## config.mk

```make
export PLATFORM = sky130hd
export DESIGN_NAME = mpc_controller
export DESIGN_NICKNAME = d
export VERILOG_FILES = /design/src/rtl/mpc_pkg.sv /design/src/rtl/mpc_controller.sv
export SDC_FILE = /design/constraint.sdc
export NUM_CORES = 1
export LEC_CHECK = 0
export BUFFER_PORTS_ARGS = -buffer_cell sky130_fd_sc_hd__buf_4
export CORE_MARGIN = 1.5
export CORE_UTILIZATION = 40
export CTS_BUF_LIST = sky130_fd_sc_hd__clkbuf_4
export CTS_CLUSTER_SIZE = 16
export DETAILED_ROUTE_END_ITERATION = 6
export HOLD_SLACK_MARGIN = 0.05
export PLACE_DENSITY = 0.63
export REMOVE_ABC_BUFFERS = 1
export SLEW_MARGIN = 25
export SYNTH_ARGS = -nofsm -noshare
export SYNTH_HDL_FRONTEND = slang
export SYNTH_SLANG_ARGS = --single-unit
```

## constraint.sdc

```tcl
create_clock -name clk -period 2.1 [get_ports clk]
set_clock_uncertainty 0.15 [all_clocks]
set_input_delay 0 -clock clk [delete_from_list [all_inputs] [get_ports clk]]
set_output_delay 0 -clock clk [all_outputs]
set_load 0.01 [all_outputs]
```

## src/rtl/mpc_pkg.sv

```systemverilog
`timescale 1ns / 1ps
// Shared types and constants of the perfect-maze checker.
// No dependencies; used by every module of the block but mpc_ram.
package mpc_pkg;

  localparam int MAX_ROWS_DEF    = 64;
  localparam int MAX_COLUMNS_DEF = 64;
  localparam int STACK_DEPTH_DEF = 16384;

  localparam int COUNT_W     = 7;
  localparam int CFG_INDEX_W = 1;
  localparam int VERDICT_W   = 2;
  localparam int VISIT_W     = 13;

  localparam logic [CFG_INDEX_W-1:0] REG_ROW_COUNT    = 1'b0;
  localparam logic [CFG_INDEX_W-1:0] REG_COLUMN_COUNT = 1'b1;

  typedef enum logic [VERDICT_W-1:0] {
    VERDICT_PERFECT     = 2'd0,
    VERDICT_LOOP        = 2'd1,
    VERDICT_UNREACHABLE = 2'd2
  } verdict_t;

  typedef struct packed {
    logic load;
    logic walk_start;
    logic pop;
    logic fetch;
    logic vread;
    logic mark;
    logic nread;
    logic ntest;
    logic set_loop;
    logic result_load;
  } cmd_t;

  typedef struct packed {
    logic last_cell;
    logic stack_empty;
    logic cell_seen;
    logic nb_last;
    logic out_full;
  } status_t;

endpackage

```

## src/rtl/mpc_controller.sv

```systemverilog
`timescale 1ns / 1ps
// Controller state machine: load phase, depth-first walk sequencing, result hand-off.
// Depends on mpc_pkg.
module mpc_controller (
  input  logic             clk,
  input  logic             rst,
  input  logic             in_valid,
  input  logic             out_ready,
  input  mpc_pkg::status_t status,
  output logic             in_ready,
  output mpc_pkg::cmd_t    cmd
);

  typedef enum logic [8:0] {
    ST_LOAD   = 9'b0_0000_0001,
    ST_START  = 9'b0_0000_0010,
    ST_POP    = 9'b0_0000_0100,
    ST_FETCH  = 9'b0_0000_1000,
    ST_VREAD  = 9'b0_0001_0000,
    ST_VTEST  = 9'b0_0010_0000,
    ST_NREAD  = 9'b0_0100_0000,
    ST_NTEST  = 9'b0_1000_0000,
    ST_FINISH = 9'b1_0000_0000
  } state_t;

  state_t state;
  state_t state_next;

  always_ff @(posedge clk) begin
    if (rst) begin
      state <= ST_LOAD;
    end else begin
      state <= state_next;
    end
  end

  always_comb begin
    cmd        = '0;
    in_ready   = 1'b0;
    state_next = state;
    unique case (state)
      ST_LOAD: begin
        in_ready = 1'b1;
        cmd.load = in_valid;
        if (in_valid && status.last_cell) begin
          state_next = ST_START;
        end
      end
      ST_START: begin
        cmd.walk_start = 1'b1;
        state_next     = ST_POP;
      end
      ST_POP: begin
        if (status.stack_empty) begin
          state_next = ST_FINISH;
        end else begin
          cmd.pop    = 1'b1;
          state_next = ST_FETCH;
        end
      end
      ST_FETCH: begin
        cmd.fetch  = 1'b1;
        state_next = ST_VREAD;
      end
      ST_VREAD: begin
        cmd.vread  = 1'b1;
        state_next = ST_VTEST;
      end
      ST_VTEST: begin
        if (status.cell_seen) begin
          cmd.set_loop = 1'b1;
          state_next   = ST_FINISH;
        end else begin
          cmd.mark   = 1'b1;
          state_next = ST_NREAD;
        end
      end
      ST_NREAD: begin
        cmd.nread  = 1'b1;
        state_next = ST_NTEST;
      end
      ST_NTEST: begin
        cmd.ntest  = 1'b1;
        state_next = status.nb_last ? ST_POP : ST_NREAD;
      end
      ST_FINISH: begin
        if (!status.out_full || out_ready) begin
          cmd.result_load = 1'b1;
          state_next      = ST_LOAD;
        end
      end
      default: state_next = ST_LOAD;
    endcase
  end

endmodule

```

==> flow_metrics.tcl <==
set metrics [dict create \
    core_um2 1350 \
    diodes 0 \
    grt_use_total_pct 18.4 \
    start_util_pct 44.7 \
    yosysTopAreaCell "dfxtp_1" \
    vias 657 \
    num-fill-cells 122 \
    finalSetupViolations 0 \
    dp_slack_ps 387 \
    dr.first_iter.drc_count 24 \
    yosysUniqueCellTypes 35 \
    area_growth_pct 50.8 \
    met3_usage_pct 2.61 \
    place_area_um2 761 \
    netlist_area_um2 603 \
    grt_max_degree 9 \
    die_area_um2 1750 \
    setup_ws_ps 66.8 \
    nets 110 \
    drt-pass1-iter-count 4 \
    worst_r2r_path_depth 5 \
    min_path_type "primary input to register" \
    cellPowerDensity_nw_per_um2 469 \
    hold_viol_final 0 \
    gr-usage-met1_pct 26.7 \
    drive_above_1_share_pct 37.0 \
    clock_latency_ps 260 \
    grt_busiest_layer "met1" \
    path_class "register to register" \
    slew_violations 0 \
    drt-total-wl_um 1520 \
    reg.largest.list "state (9)" \
    timing_worst_slew_pin_value_ps 463 \
    largest_reg_flops 9 \
    ff2ff_setup_slack_ps 70 \
    die_y_um 41.8 \
    peakVddDrop_uv 377 \
    period_share_pct 96.8 \
    cp.arrival_ps 2090 \
    final_util_pct 67.4 \
    grt_first_pass_wirelength_um 2510 \
    worst_ep_required_time_ps 2150 \
    cp-endpoint "state[6]" \
    grt_pass1_vias 569 \
    yosys_register_bits 9 \
    ant_nets 0 \
    h-tree-depth 1 \
    syn_avg_cell_area_um2 9.00 \
    route.detailed.drc 0 \
    largest-register "state" \
    grt_overflow 0 \
    min_period_ps 2030 \
    crit_path_start "state[3]" \
    slew_headroom_pct 68.7 \
    place_congestion 0.752 \
    antenna_found_initial 0 \
    p_leak_nw 0.453 \
    ys_warn_count 0 \
    end_kind "register" \
    rr_endpoint "state[6]" \
    routed_via_density 5.71 \
    cp_max_fo 6 \
    synthCells 67 \
    cts_root_buf "clkbuf_4" \
    holdWs_ps 146 \
    cts_tree "done" \
    clock_path_buffers 2 \
    max-cap-violations 0 \
    dp_hpwl_um 1010 \
    max_clock_freq_mhz 492 \
    synth_seq_area_share_pct 29.9 \
    cts_buffers 3 \
    r2r-start "state[3]" \
    rows 13 \
    die_w_um 41.8 \
    io_buffers 19 \
    outcome "completed" \
    clkSinkCount 9 \
    synth_top_area_share_pct 29.9 \
    io_pins 20 \
    finalInstanceArea_um2 910 \
    grtUsageMet2_pct 25.6 \
    wl_per_cell_um 13.2 \
    path_clk_slew_ps 60 \
    yosys-top-cells-area "dfxtp_1, nor4_4, nor3b_2, and3_1, inv_1" \
    startpoint_type "register" \
]
==> cell usage after synthesis <==
master	n
a211oi_1	1
a211oi_2	1
a21oi_1	2
a221oi_1	1
a31oi_1	2
a41oi_1	1
and2_1	1
and2b_1	1
and3_1	4
and3_2	1
and4b_1	1
and4bb_1	1
clkbuf_1	1
dfxtp_1	9
inv_1	6
nand2_1	6
nand2b_1	2
nand3_1	2
nand4_1	1
nand4b_2	1
nor2_1	2
nor2b_1	3
nor3_1	1
nor3_2	1
nor3b_1	1
nor3b_2	3
nor4_2	1
nor4_4	2
nor4b_1	1
o211ai_1	1
o21ai_0	2
o21ba_1	1
o41ai_1	1
or2_1	1
xor2_1	1
==> through the flow <==
stage	instances	total power [mW]	TNS [ps]
2_1_floorplan	66	0.229	0
3_3_place_gp	100	0.261	0
3_5_place_dp	100	0.262	0
4_1_cts	112	0.424	0
5_1_grt	115	0.447	-24.0
6_report	115	0.427	0
==> logic make-up after synthesis <==
kind of cell           synth area share [%]
AO/OA/AOI/OAI                          16.0
buffers and inverters                  4.36
XOR/XNOR                               1.45
flip-flops                             29.9
AND/OR/NAND/NOR                        48.3
==> final cells by class <==
cell class	count	area, um2	share of cell area (%)
inverters	6	22.5	2.48
clock buffers	4	30.0	3.30
flip-flops and latches	9	181	19.9
repair buffers	30	245	27.0
well taps	15	18.8	2.06
multi-input cells	51	412	45.3
==> placed cells by master, fill, tap and decap left out, types with 3 or more instances in the layout <==
master,Yosys,routed
inv_1,6,6
nor4_4,2,3
nand2_1,6,6
nor3b_2,3,3
clkbuf_4,0,4
nor2b_1,3,3
dfxtp_1,9,8
buf_4,0,22
dlygate4sd3_1,0,8
and3_1,4,4
==> worst max-delay path, cell delays in order (launching register included) <==
cell	delay (ps)
dfxtp_1	410
nor4_4	380
and3_2	250
nor2b_1	130
o21ba_1	120
dlygate4sd3_1	540
==> worst min path at each step <==
stage	startpoint	endpoint	slack (ps)	cells past startpoint
final	status[0]	state[1]	150	4
after global routing	status[0]	state[1]	180	4
after CTS	status[0]	state[1]	150	4
after detailed placement	rst	state[1]	40	2
after global placement	rst	state[1]	40	2
after floorplan	status[3]	cmd[7]	-100	1
==> timing repair <==
action / in CTS / in global routing
setup endpoints to repair: 0 / 1
hold buffers: 8 / 0
endpoints found under the hold margin: 9 / 0
resized for setup: 0 / 3
buffers inserted: 0 / 3
==> metal layers <==
metal | share of wire [%] | routed length, um
met1 | 47 | 721
met4 | 2.2 | 34
met5 | 0 | 0
met2 | 45 | 676
met3 | 5.7 | 86
==> power by group <==
group	total (mW)	leakage [nW]	internal [mW]	switching [mW]
logic	0.0903	0.362	0.0519	0.0384
registers	0.187	0.0725	0.176	0.0110
clock network	0.150	0.0184	0.0863	0.0637
total	0.427	0.453	0.314	0.113
Power figures use the tool's default switching activity.
